`src/rtl/core/keypad_multitap_char_entry_defines.svh`:
```
// Assertion macros shared by the multi-tap keypad entry RTL.
// Each macro expects a clock named clk and an active-low reset named arst_n.
`ifndef KEYPAD_MULTITAP_CHAR_ENTRY_DEFINES_SVH
`define KEYPAD_MULTITAP_CHAR_ENTRY_DEFINES_SVH

// Same-cycle implication, checked outside reset.
`define KMT_ASSERT_NOW(label, ante, cons, msg) \
	label: assert property (@(posedge clk) disable iff (!arst_n) (ante) |-> (cons)) \
		else $error(msg);

// Next-cycle implication, checked outside reset.
`define KMT_ASSERT_NEXT(label, ante, cons, msg) \
	label: assert property (@(posedge clk) disable iff (!arst_n) (ante) |=> (cons)) \
		else $error(msg);

`endif

```
`src/rtl/core/kmt_pkg.sv`:
```
// Shared types, codes and the character table of the multi-tap keypad entry block.
// No dependencies.
package kmt_pkg;

	localparam int KEY_W = 4;
	localparam int POS_W = 4;
	localparam int CHAR_W = 8;
	localparam int CNT_W = 16;
	localparam int CFG_IDX_W = 2;
	localparam int CFG_DATA_W = 16;

	localparam logic [KEY_W-1:0] NUM_KEYS = 4'd12;
	localparam logic [CNT_W-1:0] TIMEOUT_RESET = 16'd1000;
	localparam logic [CNT_W-1:0] CNT_MAX = 16'hFFFF;

	localparam logic ACT_PRESS = 1'b0;
	localparam logic ACT_TICK = 1'b1;

	localparam logic [CFG_IDX_W-1:0] REG_TIMEOUT = 2'd0;
	localparam logic [CFG_IDX_W-1:0] REG_ONLY_NUM = 2'd1;
	localparam logic [CFG_IDX_W-1:0] REG_NO_NL = 2'd2;

	typedef struct packed {
		logic only_numbers;
		logic no_newline;
	} kmt_mode_t;

	// Full, uncut character rows of the keypad.
	function automatic logic [CHAR_W-1:0] kmt_row_char(input logic [KEY_W-1:0] k,
		input logic [POS_W-1:0] p);
		logic [CHAR_W-1:0] c;
		c = 8'h00;
		case (k)
			4'd0: begin
				case (p)
					4'd0: c = 8'h20; 4'd1: c = 8'h08; 4'd2: c = 8'h30;
					4'd3: c = 8'h2B; 4'd4: c = 8'h40; 4'd5: c = 8'h0A;
					default: c = 8'h00;
				endcase
			end
			4'd1: begin
				case (p)
					4'd0: c = 8'h31; 4'd1: c = 8'h2C; 4'd2: c = 8'h2E; 4'd3: c = 8'h3F;
					4'd4: c = 8'h21; 4'd5: c = 8'h28; 4'd6: c = 8'h29;
					default: c = 8'h00;
				endcase
			end
			4'd2: begin
				case (p)
					4'd0: c = 8'h32; 4'd1: c = 8'h41; 4'd2: c = 8'h42; 4'd3: c = 8'h43;
					4'd4: c = 8'h61; 4'd5: c = 8'h62; 4'd6: c = 8'h63;
					default: c = 8'h00;
				endcase
			end
			4'd3: begin
				case (p)
					4'd0: c = 8'h33; 4'd1: c = 8'h44; 4'd2: c = 8'h45; 4'd3: c = 8'h46;
					4'd4: c = 8'h64; 4'd5: c = 8'h65; 4'd6: c = 8'h66;
					default: c = 8'h00;
				endcase
			end
			4'd4: begin
				case (p)
					4'd0: c = 8'h34; 4'd1: c = 8'h47; 4'd2: c = 8'h48; 4'd3: c = 8'h49;
					4'd4: c = 8'h67; 4'd5: c = 8'h68; 4'd6: c = 8'h69;
					default: c = 8'h00;
				endcase
			end
			4'd5: begin
				case (p)
					4'd0: c = 8'h35; 4'd1: c = 8'h4A; 4'd2: c = 8'h4B; 4'd3: c = 8'h4C;
					4'd4: c = 8'h6A; 4'd5: c = 8'h6B; 4'd6: c = 8'h6C;
					default: c = 8'h00;
				endcase
			end
			4'd6: begin
				case (p)
					4'd0: c = 8'h36; 4'd1: c = 8'h4D; 4'd2: c = 8'h4E; 4'd3: c = 8'h4F;
					4'd4: c = 8'h6D; 4'd5: c = 8'h6E; 4'd6: c = 8'h6F;
					default: c = 8'h00;
				endcase
			end
			4'd7: begin
				case (p)
					4'd0: c = 8'h37; 4'd1: c = 8'h50; 4'd2: c = 8'h51; 4'd3: c = 8'h52;
					4'd4: c = 8'h53; 4'd5: c = 8'h70; 4'd6: c = 8'h71; 4'd7: c = 8'h72;
					4'd8: c = 8'h73;
					default: c = 8'h00;
				endcase
			end
			4'd8: begin
				case (p)
					4'd0: c = 8'h38; 4'd1: c = 8'h54; 4'd2: c = 8'h55; 4'd3: c = 8'h56;
					4'd4: c = 8'h74; 4'd5: c = 8'h75; 4'd6: c = 8'h76;
					default: c = 8'h00;
				endcase
			end
			4'd9: begin
				case (p)
					4'd0: c = 8'h39; 4'd1: c = 8'h57; 4'd2: c = 8'h58; 4'd3: c = 8'h59;
					4'd4: c = 8'h5A; 4'd5: c = 8'h77; 4'd6: c = 8'h78; 4'd7: c = 8'h79;
					4'd8: c = 8'h7A;
					default: c = 8'h00;
				endcase
			end
			4'd10: c = (p == 4'd0) ? 8'h2A : 8'h00;
			4'd11: c = (p == 4'd0) ? 8'h23 : 8'h00;
			default: c = 8'h00;
		endcase
		return c;
	endfunction

	function automatic logic [POS_W-1:0] kmt_full_len(input logic [KEY_W-1:0] k);
		logic [POS_W-1:0] n;
		case (k)
			4'd0: n = 4'd6;
			4'd7, 4'd9: n = 4'd9;
			4'd1, 4'd2, 4'd3, 4'd4, 4'd5, 4'd6, 4'd8: n = 4'd7;
			4'd10, 4'd11: n = 4'd1;
			default: n = 4'd0;
		endcase
		return n;
	endfunction

endpackage

```
`src/rtl/core/kmt_row_lookup.sv`:
```
// Row membership and character at a row position under the current mode.
// Depends on kmt_pkg for the character table and mode type.
module kmt_row_lookup (
	input  logic [kmt_pkg::KEY_W-1:0]  key_sel,
	input  logic [kmt_pkg::POS_W-1:0]  pos_sel,
	input  kmt_pkg::kmt_mode_t         mode,
	output logic                       in_row,
	output logic [kmt_pkg::CHAR_W-1:0] row_char
);
	import kmt_pkg::*;

	logic [POS_W-1:0] row_len;

	always_comb begin
		if (key_sel >= NUM_KEYS) begin
			row_len = '0;
		end else if (key_sel == '0) begin
			if (mode.only_numbers)
				row_len = 4'd2;
			else if (mode.no_newline)
				row_len = 4'd5;
			else
				row_len = kmt_full_len(key_sel);
		end else if (mode.only_numbers) begin
			row_len = 4'd1;
		end else begin
			row_len = kmt_full_len(key_sel);
		end
	end

	assign in_row = (pos_sel < row_len);
	assign row_char = in_row ? kmt_row_char(key_sel, pos_sel) : '0;

endmodule

```
`src/rtl/core/keypad_multitap_char_entry.sv`:
```
// Multi-tap keypad character entry, top level.
// Depends on kmt_pkg, kmt_row_lookup and keypad_multitap_char_entry_defines.svh.
//
// The block takes one request per clock while in_stall is low: a key press (action 0)
// or a one-millisecond tick (action 1), and returns exactly one result per request. A
// request is held in the input register; when it advances, the state update and the
// character lookup land in the result register, which offers the result. The input
// stalls only while the input register holds a request and the result register holds a
// result that is being stalled, so requests can follow back to back.
// Configuration registers (0 timeout_ticks, 1 only_numbers, 2 no_newline) are written
// through cfg_we/cfg_index/cfg_data and should only change while no request is in flight.
`include "keypad_multitap_char_entry_defines.svh"

module keypad_multitap_char_entry (
	input  logic                           clk,
	input  logic                           arst_n,
	input  logic                           in_valid,
	output logic                           in_stall,
	input  logic                           action,
	input  logic [kmt_pkg::KEY_W-1:0]      key,
	output logic                           out_valid,
	input  logic                           out_stall,
	output logic                           done_res,
	output logic [kmt_pkg::CHAR_W-1:0]     character,
	output logic                           busy_res,
	output logic [kmt_pkg::KEY_W-1:0]      cursor_key,
	output logic [kmt_pkg::POS_W-1:0]      cursor_pos,
	input  logic                           cfg_we,
	input  logic [kmt_pkg::CFG_IDX_W-1:0]  cfg_index,
	input  logic [kmt_pkg::CFG_DATA_W-1:0] cfg_data
);
	import kmt_pkg::*;

	logic [CNT_W-1:0] timeout_q;
	kmt_mode_t mode_q;

	logic valid_s1;
	logic action_s1;
	logic [KEY_W-1:0] key_s1;

	logic active_q;
	logic [KEY_W-1:0] akey_q;
	logic [POS_W-1:0] pos_q;
	logic [CNT_W-1:0] cnt_q;

	logic active_d;
	logic [KEY_W-1:0] akey_d;
	logic [POS_W-1:0] pos_d;
	logic [CNT_W-1:0] cnt_d;
	logic done_d;
	logic [CHAR_W-1:0] char_d;
	logic [CNT_W-1:0] cnt_inc;

	logic out_valid_q;
	logic done_q;
	logic [CHAR_W-1:0] char_q;
	logic busy_q;
	logic [KEY_W-1:0] ckey_q;
	logic [POS_W-1:0] cpos_q;

	logic advance;
	logic in_accept;

	logic in_row;
	logic [CHAR_W-1:0] row_char;

	kmt_row_lookup u_lookup (
		.key_sel  (akey_q),
		.pos_sel  (pos_q),
		.mode     (mode_q),
		.in_row   (in_row),
		.row_char (row_char)
	);

	assign advance = valid_s1 && (!out_valid_q || !out_stall);
	assign in_stall = valid_s1 && !advance;
	assign in_accept = in_valid && !in_stall;

	always_ff @(posedge clk or negedge arst_n) begin
		if (!arst_n) begin
			timeout_q <= TIMEOUT_RESET;
			mode_q <= '0;
		end else if (cfg_we) begin
			case (cfg_index)
				REG_TIMEOUT: timeout_q <= cfg_data;
				REG_ONLY_NUM: mode_q.only_numbers <= cfg_data[0];
				REG_NO_NL: mode_q.no_newline <= cfg_data[0];
				default: ;
			endcase
		end
	end

	always_ff @(posedge clk or negedge arst_n) begin
		if (!arst_n)
			valid_s1 <= 1'b0;
		else if (in_accept)
			valid_s1 <= 1'b1;
		else if (advance)
			valid_s1 <= 1'b0;
	end

	always_ff @(posedge clk) begin
		if (in_accept) begin
			action_s1 <= action;
			key_s1 <= key;
		end
	end

	assign cnt_inc = (cnt_q == CNT_MAX) ? cnt_q : cnt_q + 1'b1;

	always_comb begin
		active_d = active_q;
		akey_d = akey_q;
		pos_d = pos_q;
		cnt_d = cnt_q;
		done_d = 1'b0;
		char_d = '0;
		if (action_s1 == ACT_PRESS) begin
			if (key_s1 < NUM_KEYS) begin
				if (!active_q) begin
					active_d = 1'b1;
					akey_d = key_s1;
					pos_d = '0;
					cnt_d = '0;
				end else if (key_s1 == akey_q) begin
					pos_d = in_row ? pos_q + 1'b1 : '0;
					cnt_d = '0;
				end
			end
		end else if (active_q) begin
			cnt_d = cnt_inc;
			if (cnt_inc >= timeout_q) begin
				done_d = 1'b1;
				char_d = row_char;
				active_d = 1'b0;
				akey_d = '0;
				pos_d = '0;
				cnt_d = '0;
			end
		end
	end

	always_ff @(posedge clk or negedge arst_n) begin
		if (!arst_n) begin
			active_q <= 1'b0;
			akey_q <= '0;
			pos_q <= '0;
			cnt_q <= '0;
		end else if (advance) begin
			active_q <= active_d;
			akey_q <= akey_d;
			pos_q <= pos_d;
			cnt_q <= cnt_d;
		end
	end

	always_ff @(posedge clk or negedge arst_n) begin
		if (!arst_n)
			out_valid_q <= 1'b0;
		else if (advance)
			out_valid_q <= 1'b1;
		else if (!out_stall)
			out_valid_q <= 1'b0;
	end

	always_ff @(posedge clk) begin
		if (advance) begin
			done_q <= done_d;
			char_q <= char_d;
			busy_q <= active_d;
			ckey_q <= active_d ? akey_d : '0;
			cpos_q <= active_d ? pos_d : '0;
		end
	end

	assign out_valid = out_valid_q;
	assign done_res = done_q;
	assign character = char_q;
	assign busy_res = busy_q;
	assign cursor_key = ckey_q;
	assign cursor_pos = cpos_q;

	`KMT_ASSERT_NOW(a_done_ends_entry, out_valid && done_res, !busy_res, "commit left entry busy")
	`KMT_ASSERT_NOW(a_idle_cursor_zero, out_valid && !busy_res,
		(cursor_key == '0) && (cursor_pos == '0), "idle result carries a cursor")
	`KMT_ASSERT_NOW(a_char_only_on_done, out_valid && !done_res, character == '0,
		"character without commit")
	`KMT_ASSERT_NOW(a_active_key_known, active_q, (akey_q < NUM_KEYS) && (pos_q <= 4'd9),
		"entry state out of range")
	`KMT_ASSERT_NEXT(a_result_follows, advance, out_valid, "processed request lost its result")

endmodule

```
`config.mk`:
```
export PLATFORM = sky130hd
export DESIGN_NAME = keypad_multitap_char_entry
export DESIGN_NICKNAME = d
export VERILOG_FILES = /design/src/rtl/core/kmt_pkg.sv /design/src/rtl/core/kmt_row_lookup.sv /design/src/rtl/core/keypad_multitap_char_entry.sv
export VERILOG_INCLUDE_DIRS = /design/src /design/src/rtl/core
export SDC_FILE = /design/constraint.sdc
export NUM_CORES = 1
export LEC_CHECK = 0
export BUFFER_PORTS_ARGS = -buffer_cell sky130_fd_sc_hd__buf_4
export CORE_MARGIN = 4
export CORE_UTILIZATION = 65
export CTS_CLUSTER_DIAMETER = 30
export CTS_CLUSTER_SIZE = 25
export DETAILED_ROUTE_END_ITERATION = 12
export GPL_TIMING_DRIVEN = 0
export PLACE_DENSITY = 0.94
export SYNTH_ARGS = -nofsm -noshare
export SYNTH_HDL_FRONTEND = slang
export SYNTH_SLANG_ARGS = --single-unit
```
`constraint.sdc`:
```
create_clock -name clk -period 9.2 [get_ports clk]
set_input_delay 1.38 -clock clk [delete_from_list [all_inputs] [get_ports clk]]
set_output_delay 1.38 -clock clk [all_outputs]
set_load 0.01 [all_outputs]
```
* Yosys cells after proc, flatten, opt, wreduce, memory -nomap -nowiden
Memories as Yosys holds them, arrays and structs flattened.
Index checks and enable logic that the tools add are counted.
** Word-level totals
- Bits of input ports :: 28
- Logic and storage cells :: 113
- Output and inout port bits :: 20
- ROM bits :: 336
- Memories :: 4
- Bits in registers :: 68
** Operators by class
- Eq/ne operators :: 24
- Reduce and logical (&&, ||, !) cells :: 19
- $add $sub $neg :: 2
- Muxes and demuxes :: 44
- Order comparisons :: 4
** Memory list
- (no name shown) :: words 16, bits a word 7, read ports 1, clocked after Yosys merged registers in 0, wr ports 0, RTL line kmt_pkg.sv:99 : case (p)
- (no name shown) :: words 16, bits a word 6, read ports 1, clocked after Yosys merged registers in 0, wr ports 0, RTL line kmt_pkg.sv:84 : case (p)
- (no name shown) :: words 16, bits a word 4, read ports 1, clocked after Yosys merged registers in 0, wr ports 0, RTL line kmt_pkg.sv:115 : case (k)
- (no name shown) :: words 16, bits a word 4, read ports 1, clocked after Yosys merged registers in 0, wr ports 0, RTL line kmt_pkg.sv:115
** Operators with widths (number)
- one-hot mux 7 bit (7 select lines) :: 6
- 2-to-1 mux 16 bit :: 7
- one-hot mux 8 bit (12 select lines) :: 1
- 2-to-1 mux 4 bit :: 17
- one-hot mux 6 bit (7 select lines) :: 1
- one-hot mux 7 bit (6 select lines) :: 1
- equality test 4 x 3 -> 1 bit, second input constant :: 7
- adder 16 x 1 -> 16 bit, second input constant :: 1
- equality test 16 bit, second input constant :: 1
- equality test 4 x 2 -> 1 bit, second input constant :: 4
- equality test 4 bit, second input constant :: 4
- greater-or-equal comparator 16 bit :: 1
- 2-to-1 mux 6 bit :: 2
- 2-to-1 mux 1 bit :: 9
- equality test 4 x 1 -> 1 bit, second input constant :: 2
- zero test 4 bit :: 2
- AND reduction 2 bit :: 4
- AND reduction 4 bit :: 2
- adder 4 x 1 -> 4 bit, second input constant :: 1
- equality test 4 bit :: 1
- greater-or-equal comparator 4 bit, second input constant :: 1
- zero test 1 bit :: 4
- less-than comparator 4 bit :: 1
- less-than comparator 4 bit, second input constant :: 1
- 8 further kinds :: 12

* Longest topological paths before layout
An unclocked memory read counts as a cell.
- Depth after elaboration :: 11
- Mapped depth :: 15
- Mapped depth without buffers :: 13

* By module
From an unflattened synthesis, not the netlist that was laid out.
** Second synthesis, totals
- Cells, all modules :: 552
- Area, all modules :: 4968.5 um2
** Modules (own cells, without submodules)
- keypad_multitap_char_entry :: area each 3752.3 um2, cells each 376, sequential area each 1824.2 um2, times used 1
- kmt_row_lookup :: area each 1216.2 um2, cells each 176, sequential area each 0.0 um2, times used 1

* Least setup slack after synthesis
No wires, ideal clock.
- Path kind :: register -> register
- From :: reg cnt_q[0]
- To :: reg ckey_q[3], in the netlist cursor_key[3] (data pin)
- Clock period less this slack :: 3214 ps
- Buffers on the path :: 1
- Cell stages (with the launch flop) :: 15
- Data required time :: 8944 ps
- Path slack :: 5986 ps
- Arrival :: 2958 ps
- Library setup time :: 256 ps
- Cell sequence :: dfrtp_1 -> ha_1 -> and3_2 -> nand4_2 -> o21a_1 -> and3_4 -> xnor2_1 -> ha_1 -> o2111ai_1 -> a311oi_1 -> nor2_1 -> a21oi_2 -> buf_2 -> a21boi_0 -> a22o_1
** On the way
- Longest elaborated chain between the ends :: 6
- Elaborated cells on any way between the ends :: 10
- Those cells by class :: add/sub: 1; order compare: 1; eq/ne: 1; mux: 7
** Ends and longest elaborated chain
- start, declared :: RTL line keypad_multitap_char_entry.sv:44 : logic [CNT_W-1:0] cnt_q;
- start signal, assigned :: RTL line keypad_multitap_char_entry.sv:153 : cnt_q <= cnt_d;
- adder 16 x 1 -> 16 bit or equality test 16 bit (tied branches) :: RTL line keypad_multitap_char_entry.sv:109 : assign cnt_inc = (cnt_q == CNT_MAX) ? cnt_q : cnt_q + 1'b1;
- 2-to-1 mux 16 bit * :: RTL line keypad_multitap_char_entry.sv:109
- greater-or-equal comparator 16 bit * :: RTL line keypad_multitap_char_entry.sv:132 : if (cnt_inc >= timeout_q) begin
- 2-to-1 mux 4 bit or 2-to-1 mux 1 bit (tied branches) :: RTL line keypad_multitap_char_entry.sv:132
- 2-to-1 mux 4 bit or 2-to-1 mux 1 bit (tied branches) :: RTL line keypad_multitap_char_entry.sv:130 : end else if (active_q) begin
- 2-to-1 mux 4 bit or 2-to-1 mux 1 bit (tied branches) :: RTL line keypad_multitap_char_entry.sv:118 : if (action_s1 == ACT_PRESS) begin
- end signal, assigned :: RTL line keypad_multitap_char_entry.sv:171 : ckey_q <= active_d ? akey_d : '0;
- end, declared :: RTL line keypad_multitap_char_entry.sv:58 : logic [KEY_W-1:0] ckey_q;
Every way passes the cells marked *; elsewhere a longest branch is shown, timed or not.
A chain may end at the register's enable or synchronous reset.

* Final worst setup path
- From :: reg cnt_q[0]
- To :: reg char_q[3], in the netlist character[3] (data pin)
** On the way
- Longest elaborated chain between the ends :: 4
- Elaborated cells on any way between the ends :: 5
- Those cells by class :: add/sub: 1; order compare: 1; eq/ne: 1; mux: 1; reduce/logical: 1
** Ends and longest elaborated chain
- adder 16 x 1 -> 16 bit or equality test 16 bit (tied branches) :: RTL line keypad_multitap_char_entry.sv:109
- 2-to-1 mux 16 bit * :: RTL line keypad_multitap_char_entry.sv:109
- greater-or-equal comparator 16 bit * :: RTL line keypad_multitap_char_entry.sv:132
- AND reduction 4 bit (no source line) *
- end signal, assigned :: RTL line keypad_multitap_char_entry.sv:169 : char_q <= char_d;
- end, declared :: RTL line keypad_multitap_char_entry.sv:56 : logic [CHAR_W-1:0] char_q;
Marked as above.

==> impl_metrics.json <==
{
  "arrival_ns": 4.47,
  "grt_pass1_wl_um": 22800,
  "hold_buffers": 0,
  "stdcell_area_um2": 5500,
  "hold_viol": 0,
  "drv_cap": 0,
  "diodes": 0,
  "critPathCaptureType": "register",
  "fin_util": 0.759,
  "yosys_most_used_dff": "dfrtp_1",
  "synth_warnings": 0,
  "p_per_area_nw_per_um2": 159,
  "async_reset_ff_frac": 0.672,
  "grt_max_degree": 46,
  "antenna_found_initial": 0,
  "post-route-period-util": 0.466,
  "route.detailed.drc": 0,
  "post_drt_wl_per_cell_um": 19.8,
  "die-area_um2": 8890,
  "holdWs_ns": 0.513,
  "core_um2": 7250,
  "post_cts_resized": 0,
  "ant_nets": 0,
  "fin_nets": 661,
  "start_util": 0.667,
  "synth-edff-count": 22,
  "grt_use_total": 0.333,
  "num_rows": 31,
  "drt_iter0_markers": 522,
  "ys_ff_latch": 67,
  "fmax_mhz": 233,
  "pwr-share-clk": 0.283,
  "clock_sinks": 67,
  "cts-root-buf": "clkbuf_8",
  "grt_overflow_total": 0,
  "via_count": 4799,
  "post_cts_buffers": 0,
  "layout_commonest_cell": "nand2_1",
  "hold_path.class": "reg2reg",
  "setup_tns_ns": 0,
  "crit_type": "reg2reg",
  "ir_drop_mv": 0.120,
  "reg2reg_slack_ns": 4.91,
  "ioPinCount": 48,
  "worst_pin_slew_ns": 0.731,
  "die_x_um": 94.3,
  "fin_crit_ns": 4.29,
  "fill_cells": 479,
  "routed_wl_um": 14100,
  "synth_cells": 550,
  "grt_pass1_vias": 4515,
  "path_clk_slew_ns": 0.08,
  "required_ns": 9.38,
  "final_cell_mix": "58 x nand2_1, 49 x buf_4, 39 x dfrtp_1, 35 x o21ai_0, 30 x inv_1",
  "p_comb_frac": 0.297,
  "p_int_uw": 568,
  "rsz0062_at_grt": "no",
  "insertion_delay_ns": 0.37,
  "dpl_cell_area_um2": 5310,
  "pwr-share-seq": 0.420,
  "numCtsBuffers": 9,
  "netlist_area_um2": 4840,
  "place.port_buffers": 46,
  "skew_ns": 0.0130,
  "drive_above_1_share": 0.183,
  "area_growth_pct": 13.8,
  "switching_share": 0.351,
  "ys_seq_area_frac": 0.371,
  "avgSynthCellArea_um2": 8.79,
  "relSlewSlack": 0.513,
  "cts_tree": "done",
  "setup_viol": 0,
  "status": "finished clean",
  "setup.worst_path.start_class": "register",
  "p_leak_nw": 2.16,
  "dp_hpwl_um": 10100,
  "first_pass_iters": 6,
  "gp_congestion": 0.995,
  "h-tree-depth": 3,
  "crit_fanout": 10,
  "ys_types": 81,
  "switching_power_uw": 307,
  "drv_slew": 0,
  "dieHeight_um": 94.3,
  "cts_max_path_buffers": 2,
  "synth_nets": 604,
  "viasPerCell": 6.75
}
[power by group through the flow]
| stage | sequential (mW) | clock [mW] | combinational (mW) |
|---|---|---|---|
| 3_3_place_gp | 0.370 | 0 | 0.234 |
| 3_5_place_dp | 0.373 | 0 | 0.246 |
| 5_1_grt | 0.371 | 0.262 | 0.285 |
| 6_report | 0.368 | 0.247 | 0.260 |
| 2_1_floorplan | 0.370 | 0 | 0.169 |
| 4_1_cts | 0.367 | 0.246 | 0.254 |
[state kept, by name (all words and copies together), names as in the netlist, 2 cells and up]
register / cells
cursor_pos: 4
cursor_key: 4
key_s1: 4
timeout_q: 16
akey_q: 4
cnt_q: 16
character: 7
mode_q: 2
pos_q: 4
[Yosys cell counts (all sizes together) (15+ instances only)]
cell type   n  area [µm²]
nor2       28         105
dfrtp      39         976
edfxtp     22         661
a21oi      31         170
ha         26         325
nand3      27         135
buf        20         113
nand2      58         218
a31oi      21         131
clkbuf     20        75.1
inv        30         113
xnor2      15         131
o21ai      37         189
[cell families (layout without fill, tap and decap cells)]
logic type / count (synthesis) / after routing / share of synthesized area
flops: 67 / 67 / 0.371
xor+xnor: 17 / 17 / 0.0308
compound gates: 163 / 163 / 0.232
fa+ha+maj: 26 / 26 / 0.0673
buf+inv: 71 / 133 / 0.0629
simple gates: 194 / 194 / 0.212
mux: 11 / 11 / 0.0243
other cells: 1 / 1 / 0.000775
[worst max-delay path, cell delays in order (launching register included)]
cell and delay [ns]:
dfrtp_1 0.45, ha_1 0.27, and3_2 0.28, nand4_2 0.13, o21a_1 0.25, nand3_1 0.16, xnor2_1 0.36, ha_1 0.27
o2111ai_1 0.13, a311oi_1 0.35, nor2_1 0.17, a21oi_2 0.29, buf_2 0.33, nand3_1 0.36, a31oi_1 0.31
[routing by layer]
metal / GRT usage / routed length (µm) / vias to the layer above
met5: 0 / 0 / -
met4: 0.131 / 463 / 0
li1: - / - / 2141
met2: 0.502 / 6320 / 356
met1: 0.444 / 5590 / 2248
met3: 0.105 / 1740 / 54
[cell type report]
type	count	area (µm²)	area share
multi-input combinational	412	2740	0.498
sequential	67	1790	0.326
timing repair buffer	46	345	0.0628
buffer	40	188	0.0341
clock buffer	12	166	0.0302
tap	99	124	0.0225
inverter	31	116	0.0211
clock inverter	4	30.0	0.00546
[path summary, 6_finish.rpt]
kind / to / startpoint / cells after the start
min: mode_q[0] / mode_q[0] / 1
max in group asynchronous: akey_q[1] / arst_n / 1
max: character[3] / cnt_q[0] / 14
min reg2reg: mode_q[0] / mode_q[0] / 1
min in group asynchronous: cnt_q[10] / arst_n / 1
max reg2reg: character[3] / cnt_q[0] / 14
[metrics by stage]
step           setup WS, ns  cells  total power, mW
2_1_floorplan          5.99    550            0.539
3_3_place_gp           5.29    695            0.604
4_1_cts                5.12    711            0.867
5_1_grt                4.85    711            0.918
6_report               4.91    711            0.875
3_5_place_dp           5.19    695            0.619
(Power assumes the default switching activity.)
